`config.mk`:
```
export PLATFORM = sky130hd
export DESIGN_NAME = sks_queue
export DESIGN_NICKNAME = d
export VERILOG_FILES = /design/src/hw/rtl/sks_pkg.sv /design/src/hw/rtl/sks_queue.sv
export SDC_FILE = /design/constraint.sdc
export NUM_CORES = 1
export LEC_CHECK = 0
export CAP_MARGIN = 5
export CORE_ASPECT_RATIO = 1.5
export CORE_MARGIN = 4
export CORE_UTILIZATION = 41
export CTS_CLUSTER_SIZE = 25
export DETAILED_ROUTE_END_ITERATION = 8
export DONT_BUFFER_PORTS = 1
export SLEW_MARGIN = 40
export SYNTH_ARGS = -nofsm -noshare
export SYNTH_HDL_FRONTEND = slang
export SYNTH_SLANG_ARGS = --single-unit
```
`constraint.sdc`:
```
create_clock -name clk -period 2.4 [get_ports clk]
set_input_delay 0.36 -clock clk [delete_from_list [all_inputs] [get_ports clk]]
set_output_delay 0.36 -clock clk [all_outputs]
set_load 0.02 [all_outputs]
```
`src/hw/rtl/sks_pkg.sv`:
```
// Shared types, constants and functions of the Salsa20 keystream XOR unit.
package sks_pkg;

  localparam int DOUBLE_ROUNDS_DEF = 10;

  // Input queue between front and back
  localparam int QDEPTH = 2;
  localparam int QPTR_W = $clog2(QDEPTH);

  // Configuration register indexes
  localparam logic [1:0] CFG_KEY_LOW  = 2'd0;
  localparam logic [1:0] CFG_KEY_HIGH = 2'd1;
  localparam logic [1:0] CFG_NONCE    = 2'd2;

  // "expand 16-byte k"
  localparam logic [31:0] TAU0 = 32'h6170_7865;
  localparam logic [31:0] TAU1 = 32'h3120_646e;
  localparam logic [31:0] TAU2 = 32'h7962_2d36;
  localparam logic [31:0] TAU3 = 32'h6b20_6574;

  typedef logic [31:0] word_t;
  typedef word_t [15:0] block_t;

  // One queued byte, tagged by the front with its block position and counter
  typedef struct packed {
    logic [7:0]  data_byte;
    logic        last_byte;
    logic        need_block;
    logic [5:0]  pos;
    logic [31:0] counter;
  } item_t;

  // Word indexes a, b, c, d of the four quarter-rounds: [row][quarter][letter]
  localparam logic [3:0] QMAP [2][4][4] = '{
    '{ '{4'd0, 4'd4, 4'd8, 4'd12}, '{4'd5, 4'd9, 4'd13, 4'd1},
       '{4'd10, 4'd14, 4'd2, 4'd6}, '{4'd15, 4'd3, 4'd7, 4'd11} },
    '{ '{4'd0, 4'd1, 4'd2, 4'd3}, '{4'd5, 4'd6, 4'd7, 4'd4},
       '{4'd10, 4'd11, 4'd8, 4'd9}, '{4'd15, 4'd12, 4'd13, 4'd14} }
  };

  // Left rotation of one quarter-round sub-step: 7, 9, 13, 18
  function automatic word_t qr_rot(word_t v, logic [1:0] sub);
    word_t r;
    case (sub)
      2'd0:    r = {v[24:0], v[31:25]};
      2'd1:    r = {v[22:0], v[31:23]};
      2'd2:    r = {v[18:0], v[31:19]};
      default: r = {v[13:0], v[31:14]};
    endcase
    return r;
  endfunction

  function automatic block_t init_block(logic [63:0] key_low, logic [63:0] key_high,
                                        logic [63:0] nonce, logic [31:0] counter);
    block_t b;
    b[0]  = TAU0;
    b[1]  = key_low[31:0];
    b[2]  = key_low[63:32];
    b[3]  = key_high[31:0];
    b[4]  = key_high[63:32];
    b[5]  = TAU1;
    b[6]  = nonce[31:0];
    b[7]  = nonce[63:32];
    b[8]  = counter;
    b[9]  = '0;
    b[10] = TAU2;
    b[11] = key_low[31:0];
    b[12] = key_low[63:32];
    b[13] = key_high[31:0];
    b[14] = key_high[63:32];
    b[15] = TAU3;
    return b;
  endfunction

endpackage

```
`src/hw/rtl/sks_queue.sv`:
```
// Short queue of tagged bytes between front and back.
module sks_queue (
  input  logic           clk,
  input  logic           rst,
  input  logic           push_valid,
  input  sks_pkg::item_t push_item,
  output logic           push_ready,
  output logic           head_valid,
  output sks_pkg::item_t head_item,
  input  logic           pop
);

  sks_pkg::item_t                  mem [sks_pkg::QDEPTH];
  logic [sks_pkg::QPTR_W-1:0]      wr_ptr;
  logic [sks_pkg::QPTR_W-1:0]      rd_ptr;
  logic [sks_pkg::QPTR_W:0]        count;
  logic                            do_push;
  logic                            do_pop;

  assign push_ready = (count != (sks_pkg::QPTR_W + 1)'(sks_pkg::QDEPTH));
  assign head_valid = (count != '0);
  assign head_item  = mem[rd_ptr];
  assign do_push    = push_valid && push_ready;
  assign do_pop     = pop && head_valid;

  always_ff @(posedge clk) begin
    if (do_push) mem[wr_ptr] <= push_item;
  end

  always_ff @(posedge clk) begin
    if (rst) begin
      wr_ptr <= '0;
      rd_ptr <= '0;
      count  <= '0;
    end else begin
      if (do_push) wr_ptr <= wr_ptr + 1'b1;
      if (do_pop)  rd_ptr <= rd_ptr + 1'b1;
      if (do_push && !do_pop)      count <= count + 1'b1;
      else if (!do_push && do_pop) count <= count - 1'b1;
    end
  end

endmodule

```
==> results.toml <==
[sta]
finalHoldViolCount = 0
layout_min_cycle_time_ns = 1.970
rsz0062_at_grt = "false"
fin_skew_ns = 0.005874
fmax_mhz = 507.7
tns_ns = 0
fin_crit_sh = 0.8206
drv_slew = 0
worst_pin_slew_ns = 0.5865
setup_violations = 0
slew_headroom = 0.6090
hold_ws_ns = 0.08927
finalWorstSetupSlack_ns = 0.4305

[detailed_routing]
dr_total_vias = 1516
ant_nets = 0
wl_met3_um = 697
via_per_inst = 5.087
drc = 0
drt_iter0_drc = 87
wl_per_cell_um = 19.73
drtPass1Iterations = 3
met1_length_um = 1839
wl_met2_um = 3270
routed_wl_um = 5879
topRoutingLayerUsed = "met4"

[synth]
synth.top_cell.area_share = 0.7837
synth_edf_count = 96
postSynthAreaPerCell_um2 = 21.26
post_synth_instance_area_mm2 = 0.003679
netlist_top_cells_count = "edfxtp_1 (96), mux2_2 (48), dfxtp_1 (5)"
synthCells = 173
synth_nets = 226
ys_ff_latch = 101
synth.most_common_cell = "edfxtp_1"
ys.flop_type = "edfxtp_1"
ys_async_sr_fraction = 0
synth_area_leaders = "edfxtp_1 (78%), mux2_2 (15%), dfxtp_1 (2.7%)"
synth.distinct_cells = 18
yosys.area.top_type = "edfxtp_1"
yosysSeqAreaShare = 0.8109
yosysWarningCount = 0

[run_status]
status = "finished, final reports clean"

[finish]
layout-drive-gt1-share = 0.3830
multiInputGateArea_um2 = 660.6
nets = 236
nFillCells = 735
regArea_mm2 = 0.002984
area_delta_synth_final_pct = 11.97
diodes = 0

[die]
pin_count = 102
die_area_mm2 = 0.01058
start_util = 0.4192
die_h_um = 124.0
num_rows = 42
core_area_mm2 = 0.008776
dieWidth_um = 85.34

[clock_network]
cts.htree.levels = 3
hold_buffers = 0
path_clk_slew_ns = 0.06
cts_setup_buffers = 0
root_buffer = "clkbuf_16"
insertion_delay_ns = 0.32
postCtsResizedCells = 0
tritoncts = "done"
clock-sinks = 101
cts_buffers = 9
clk_path_buf_depth = 2

[pwr]
p_per_area_mw_per_mm2 = 1148
peakVddDrop_mv = 0.6515
p_leak_uw = 0.001340
finalPower_uw = 4727

[critical_path]
cp.arrival_ns = 1.61
r2r_setup_slack_ns = 0.59
crit_type = "register to output pin"
end_kind = "output pin"
worstSetupStartpointType = "register"
r2r_cells = 5
crit_required_ns = 2.04
cp_max_fo = 48

[grt]
grt_max_degree = 49
grt_remaining_overflow = 0
antenna_found_initial = 0
grtUsageTotal = 0.1144
grt_pass1_wl_um = 8859
grt_pass1_vias = 1637

[min_path]
hold_class = "primary input to register"
hold_path_depth = 1

[flow_run]
cap_violations = 0

[placed_design]
place_congestion = 0.7348
numPortBuffers = 0
hpwl_um = 4100
place_ws_ns = 0.6154
cell families (layout without fill, tap and decap cells):
group,Yosys count,count (layout),share of synthesized area
AO/OA/AOI/OAI,5,5,0.008164
flip-flops,101,101,0.8109
buffers and inverters,6,21,0.009863
multiplexers,48,48,0.1469
XOR/XNOR,3,3,0.007144
AND/OR/NAND/NOR,9,9,0.01361
adder cells (fa/ha/maj),1,1,0.003401
state kept, by name (all words and copies together), names as in the netlist, named ones only:
register and count:
count 2, mem 96, rd_ptr 1, wr_ptr 1
power by group:
group / switching (uW) / leakage, uW / internal [uW]
Clock: 556 / 0.000143 / 801
Sequential: 63.6 / 0.000938 / 2200
Combinational: 735 / 0.000259 / 367
metal layers:
metal	GRT usage	vias up
li1	-	694
met1	0.1003	742
met2	0.2096	74
met3	0.06420	6
met4	0.04950	0
met5	0	-
cell usage in the layout (no fill, tap or decap):
| cell type | n |
|---|---|
| xor2_1 | 3 |
| buf_4 | 3 |
| or3_1 | 1 |
| clkinv_2 | 3 |
| o21ai_0 | 2 |
| clkbuf_16 | 9 |
| bufinv_16 | 1 |
| and3_2 | 1 |
| and2_1 | 1 |
| a21bo_2 | 1 |
| clkinvlp_4 | 1 |
| dfxtp_2 | 1 |
| ha_1 | 1 |
| dfxtp_1 | 4 |
| clkinv_1 | 1 |
| nand3b_1 | 1 |
| mux2_2 | 48 |
| nand2b_1 | 1 |
| buf_12 | 1 |
| edfxtp_1 | 96 |
| or2_2 | 1 |
| a21oi_1 | 2 |
| inv_6 | 1 |
| nor2_1 | 3 |
| inv_2 | 1 |
worst paths after layout:
check            from       endpoint
min               rst       register
max reg2reg  count[0]       count[1]
max          register  head_item[21]
min reg2reg    rd_ptr         rd_ptr
per-stage QoR:
stage	cells	instance area [um2]	utilization
after global placement	282	3829	0.4363
after floorplan	173	3679	-
after detailed placement	282	3829	0.4363
after global routing	298	4119	0.4693
after CTS	298	4119	0.4693
final	298	4119	0.4693
layout make-up:
cell class,count,area share
Clock buffer,9,0.05468
Clock inverter,7,0.01580
Inverter,1,0.0009113
Multi-Input combinational cell,66,0.1604
Sequential cell,101,0.7245
Tap cell,110,0.03341
Timing Repair Buffer,4,0.01033
critical path: stages, from the launching register on:
cell and delay (ns):
dfxtp_2 0.31, buf_4 0.47, mux2_2 0.47
No activity file was read; power rests on OpenSTA's default activity.
