--- src/hw/rtl/sks_pkg.sv ---
// Shared types, constants and functions of the Salsa20 keystream XOR unit.
package sks_pkg;

  localparam int DOUBLE_ROUNDS_DEF = 10;

  // Input queue between front and back
  localparam int QDEPTH = 2;
  localparam int QPTR_W = $clog2(QDEPTH);

  // Configuration register indexes
  localparam logic [1:0] CFG_KEY_LOW  = 2'd0;
  localparam logic [1:0] CFG_KEY_HIGH = 2'd1;
  localparam logic [1:0] CFG_NONCE    = 2'd2;

  // "expand 16-byte k"
  localparam logic [31:0] TAU0 = 32'h6170_7865;
  localparam logic [31:0] TAU1 = 32'h3120_646e;
  localparam logic [31:0] TAU2 = 32'h7962_2d36;
  localparam logic [31:0] TAU3 = 32'h6b20_6574;

  typedef logic [31:0] word_t;
  typedef word_t [15:0] block_t;

  // One queued byte, tagged by the front with its block position and counter
  typedef struct packed {
    logic [7:0]  data_byte;
    logic        last_byte;
    logic        need_block;
    logic [5:0]  pos;
    logic [31:0] counter;
  } item_t;

  // Word indexes a, b, c, d of the four quarter-rounds: [row][quarter][letter]
  localparam logic [3:0] QMAP [2][4][4] = '{
    '{ '{4'd0, 4'd4, 4'd8, 4'd12}, '{4'd5, 4'd9, 4'd13, 4'd1},
       '{4'd10, 4'd14, 4'd2, 4'd6}, '{4'd15, 4'd3, 4'd7, 4'd11} },
    '{ '{4'd0, 4'd1, 4'd2, 4'd3}, '{4'd5, 4'd6, 4'd7, 4'd4},
       '{4'd10, 4'd11, 4'd8, 4'd9}, '{4'd15, 4'd12, 4'd13, 4'd14} }
  };

  // Left rotation of one quarter-round sub-step: 7, 9, 13, 18
  function automatic word_t qr_rot(word_t v, logic [1:0] sub);
    word_t r;
    case (sub)
      2'd0:    r = {v[24:0], v[31:25]};
      2'd1:    r = {v[22:0], v[31:23]};
      2'd2:    r = {v[18:0], v[31:19]};
      default: r = {v[13:0], v[31:14]};
    endcase
    return r;
  endfunction

  function automatic block_t init_block(logic [63:0] key_low, logic [63:0] key_high,
                                        logic [63:0] nonce, logic [31:0] counter);
    block_t b;
    b[0]  = TAU0;
    b[1]  = key_low[31:0];
    b[2]  = key_low[63:32];
    b[3]  = key_high[31:0];
    b[4]  = key_high[63:32];
    b[5]  = TAU1;
    b[6]  = nonce[31:0];
    b[7]  = nonce[63:32];
    b[8]  = counter;
    b[9]  = '0;
    b[10] = TAU2;
    b[11] = key_low[31:0];
    b[12] = key_low[63:32];
    b[13] = key_high[31:0];
    b[14] = key_high[63:32];
    b[15] = TAU3;
    return b;
  endfunction

endpackage

--- src/hw/rtl/sks_if.sv ---
// Stream interfaces for message bytes and result bytes.
interface sks_in_if;
  logic       valid;
  logic       ready;
  logic [7:0] data_byte;
  logic       last_byte;
  modport source (output valid, output data_byte, output last_byte, input ready);
  modport sink (input valid, input data_byte, input last_byte, output ready);
endinterface


--- src/hw/rtl/sks_front.sv ---
// Front end: accepts message bytes, tags block position and counter.
module sks_front (
  input  logic           clk,
  input  logic           rst,
  sks_in_if.sink         message,
  output logic           push_valid,
  output sks_pkg::item_t push_item,
  input  logic           push_ready
);

  logic [5:0]  pos;
  logic [31:0] counter;
  logic [5:0]  pos_inc;
  logic        accept;

  assign message.ready = push_ready;
  assign push_valid    = message.valid;
  assign accept        = message.valid && push_ready;
  assign pos_inc       = pos + 6'd1;

  always_comb begin
    push_item.data_byte  = message.data_byte;
    push_item.last_byte  = message.last_byte;
    push_item.need_block = (pos == 6'd0);
    push_item.pos        = pos;
    push_item.counter    = counter;
  end

  always_ff @(posedge clk) begin
    if (rst) begin
      pos     <= '0;
      counter <= '0;
    end else if (accept) begin
      if (message.last_byte) begin
        pos     <= '0;
        counter <= '0;
      end else begin
        pos <= pos_inc;
        // advance the block counter on wrap to a new block
        if (pos_inc == 6'd0) counter <= counter + 32'd1;
      end
    end
  end

endmodule

--- src/flat_wrapper.sv ---
// flat-port wrapper written by rule: the top's interface ports become plain ports
module sks_front_flat 
  (clk, rst, push_valid, push_item, push_ready, message_valid, message_data_byte, message_last_byte, message_ready);
  sks_in_if message_i ();
  input  logic clk;
  input  logic rst;
  output logic push_valid;
  output sks_pkg::item_t push_item;
  input  logic push_ready;
  input wire logic [$bits(message_i.valid)-1:0] message_valid;
  input wire logic [$bits(message_i.data_byte)-1:0] message_data_byte;
  input wire logic [$bits(message_i.last_byte)-1:0] message_last_byte;
  output wire logic [$bits(message_i.ready)-1:0] message_ready;
  assign message_i.valid = message_valid;
  assign message_i.data_byte = message_data_byte;
  assign message_i.last_byte = message_last_byte;
  assign message_ready = message_i.ready;
  sks_front u_core (.clk(clk), .rst(rst), .message(message_i), .push_valid(push_valid), .push_item(push_item), .push_ready(push_ready));
endmodule
--- config.mk ---
export PLATFORM = sky130hd
export DESIGN_NAME = sks_front_flat
export DESIGN_NICKNAME = d
export VERILOG_FILES = /design/src/hw/rtl/sks_pkg.sv /design/src/hw/rtl/sks_if.sv /design/src/hw/rtl/sks_front.sv /design/src/flat_wrapper.sv
export SDC_FILE = /design/constraint.sdc
export NUM_CORES = 1
export LEC_CHECK = 0
export BUFFER_PORTS_ARGS = -buffer_cell sky130_fd_sc_hd__buf_2
export CORE_MARGIN = 2
export CORE_UTILIZATION = 47
export DETAILED_ROUTE_END_ITERATION = 10
export GPL_ROUTABILITY_DRIVEN = 0
export GPL_TIMING_DRIVEN = 0
export PLACE_DENSITY = 0.86
export SYNTH_ARGS = -nofsm -noshare
export SYNTH_HDL_FRONTEND = slang
export SYNTH_SLANG_ARGS = --single-unit
--- constraint.sdc ---
create_clock -name clk -period 2.05 [get_ports clk]
set_input_delay 0.41 -clock clk [delete_from_list [all_inputs] [get_ports clk]]
set_output_delay 0.41 -clock clk [all_outputs]
set_load 0.005 [all_outputs]
==> results.py <==
metrics = {
    "critical_path": {
        "end_kind": "flop",
        "worst_ep_required_time_ns": 2.25,
        "startpoint_type": "flop",
        "crit_path_max_fanout": 8,
        "arrival_ns": 2.27,
        "crit_type": "flop to flop",
    },
    "timing": {
        "layout_setup_ws_ns": -0.0130,
        "post-route-min-period_ns": 2.06,
        "tightestPinTransition_ns": 0.645,
        "drv_slew": 0,
        "hold_violations": 0,
        "finalClockSkew_ns": 0.00966,
        "fmax_ghz": 0.485,
        "finalCritPeriodShare_pct": 101,
        "rsz0062_at_grt": "yes",
        "setup_violations": 3,
        "slew_headroom_pct": 57.0,
    },
    "cells_and_area": {
        "final_core_util_pct": 63.5,
        "final_common_cell": "buf_2",
        "drive_gt1_share_pct": 34.9,
        "fill_cells": 406,
        "final_cell_mix": "53 x buf_2, 34 x nand2_1, 27 x buf_4",
        "syn2layout_area_growth_pct": 29.9,
        "diodes": 0,
        "multi_input_comb_area_sq_um": 1500,
        "finalNetCount": 386,
        "regArea_sq_um": 779,
    },
    "power_and_ir_drop": {
        "leakage_nw": 1.27,
        "intPower_w": 0.00117,
        "p_per_area_nw_per_um2": 508,
        "total_power_w": 0.00153,
        "max-vdd-ir-drop_mv": 0.422,
        "pwr-share-seq_pct": 48.2,
        "p_switching_w": 0.000364,
        "combPwrFrac_pct": 7.4,
        "p_sw_share_pct": 23.7,
        "clockPowerShare_pct": 44.4,
    },
    "route": {
        "drc": 0,
        "drt-initial-drc-count": 380,
        "drt_wl_total_um": 7560,
        "dr_total_vias": 2833,
        "wire_per_inst_um": 17.3,
        "drtPass1Iterations": 7,
        "route.detailed.vias_per_inst": 6.48,
        "ant_nets": 0,
    },
    "placement": {
        "port_buffers": 53,
        "dp.final_hpwl_um": 4800,
    },
    "die": {
        "start_util_pct": 48.9,
        "fp.dieArea_sq_um": 5520,
        "die_h_um": 74.3,
        "die_w_um": 74.3,
        "num_rows": 25,
        "core-area_sq_um": 4750,
        "ios": 63,
    },
    "logic_synthesis": {
        "yosysSeqAreaShare_pct": 32.7,
        "synth-seq-cells": 38,
        "synth_area_leaders": "dfxtp_1 33%, nand2_1 6.0%, nand3_1 5.4%",
        "synth.avg_cell_area_sq_um": 7.80,
        "synth_edf_count": 0,
        "synthArstFlopShare_pct": 0,
        "synth_top_area_cell": "dfxtp_1",
        "syn-cell-area_sq_um": 2320,
        "netlist_instances": 298,
        "yosysTopAreaCellShare_pct": 32.7,
        "yosysWarnings": 0,
        "syn-num-nets": 314,
        "ys.flop_type": "dfxtp_1",
        "yosys.cell_types.count": 53,
    },
    "global_routing": {
        "grt_max_degree": 12,
        "grt_first_pass_wirelength_um": 11900,
        "grt_overflow_total": 0,
        "grt_use_total_pct": 28.1,
        "antenna_found_initial": 0,
        "grt_pass1_vias": 2568,
    },
    "clocking": {
        "numCtsBuffers": 5,
        "clk_pin_slew_worst_paths_ns": 0.08,
        "clock_latency_ns": 0.31,
        "cts-root-buf": "clkbuf_8",
        "cts_htree_levels": 2,
        "cts_tree": "yes",
        "cts_max_path_buffers": 2,
        "clkSinkCount": 38,
    },
    "hold_path": {
        "min_path_type": "flop to flop",
    },
    "outcome": {
        "violations": "setup timing",
        "outcome": "complete, but fails checks",
    },
    "flow_run": {
        "drv_cap": 0,
    },
}
## sequential cells by signal (all words and copies together), names as in the netlist
| register | flops |
|---|---|
| u_core.pos | 6 |
| u_core.counter | 32 |
## area by class of cell
type	count	area share, %
clock inverter	1	0.995
multi-input combinational	228	49.8
timing repair buffer	70	13.1
clock buffer	6	2.74
tap	67	2.78
inverter	7	0.871
buffer	20	3.90
sequential	38	25.8
## critical path, cell delays in order, from the launching register on
cell and delay, ns:
dfxtp_4 0.34, or3_4 0.41, buf_4 0.16, nor3b_4 0.24
o31ai_4 0.14, and2_2 0.31, a221o_1 0.35
## Yosys cell counts, drive strengths merged (6+ instances only)
library cell,n
nor3,9
nor2,18
clkbuf,12
o21ai,14
a31oi,17
buf,13
nand3,26
inv,7
and2,8
nor4,6
nand2,38
a21oi,15
or4,7
and3,6
or3,6
dfxtp,38
nand4,12
## stage by stage
step	instance area [sq um]	hold slack, ns	setup slack, ns	setup TNS (ns)	std cells
after global routing	3020	0.523	-0.0848	-0.355	437
after floorplan	2340	0.478	-0.0650	-0.147	298
after detailed placement	2690	0.496	-0.709	-11.34	418
after CTS	2940	0.508	-0.0108	-0.0185	435
final	3020	0.510	-0.0130	-0.0295	437
after global placement	2690	0.490	-0.603	-9.61	418
## power groups by stage
stage	Clock (W)	Combinational [W]	Sequential (W)
finish	0.000681	0.000113	0.000739
global placement	0	0.000102	0.000758
floorplan	0	0.0000648	0.000757
detailed placement	0	0.000104	0.000758
CTS	0.000685	0.000106	0.000739
global route	0.000704	0.000122	0.000739
## per-layer routing
layer / vias up / GRT usage [%] / share of wire [%]
met1: 1329 / 34.4 / 39
met2: 199 / 45.1 / 47
met4: 0 / 15.7 / 3.7
met3: 40 / 6.91 / 10
li1: 1265 / - / -
met5: - / 0 / 0
## worst paths after layout
check	cells after the start	start	to	slack (ns)
max	6	u_core.pos[3]$_SDFFE_PP0P_	u_core.counter[24]$_SDFFE_PP0P_	-0.01
max reg2reg	6	u_core.pos[3]$_SDFFE_PP0P_	u_core.counter[24]$_SDFFE_PP0P_	-0.01
min reg2reg	1	u_core.counter[13]$_SDFFE_PP0P_	u_core.counter[13]$_SDFFE_PP0P_	0.51
min	1	u_core.counter[13]$_SDFFE_PP0P_	u_core.counter[13]$_SDFFE_PP0P_	0.51
## kinds of logic after synthesis
| family | after synthesis | share of synthesized area (%) |
|---|---|---|
| DFF | 38 | 32.7 |
| AOI/OAI and AO/OA | 75 | 21.5 |
| muxes | 4 | 2.48 |
| adders and majority gates | 3 | 1.62 |
| and+or+nand+nor | 146 | 34.4 |
| buffers and inverters | 32 | 7.32 |
## what timing repair did
item                       CTS  global route
gates resized for setup     20            20
pin swaps                    5             8
buffers inserted            13             4
cloned                       0             0
hold buffers                 0             0
setup endpoints to repair   25            24
hold endpoints to repair     0             0
Power figures use the tool's default switching activity.
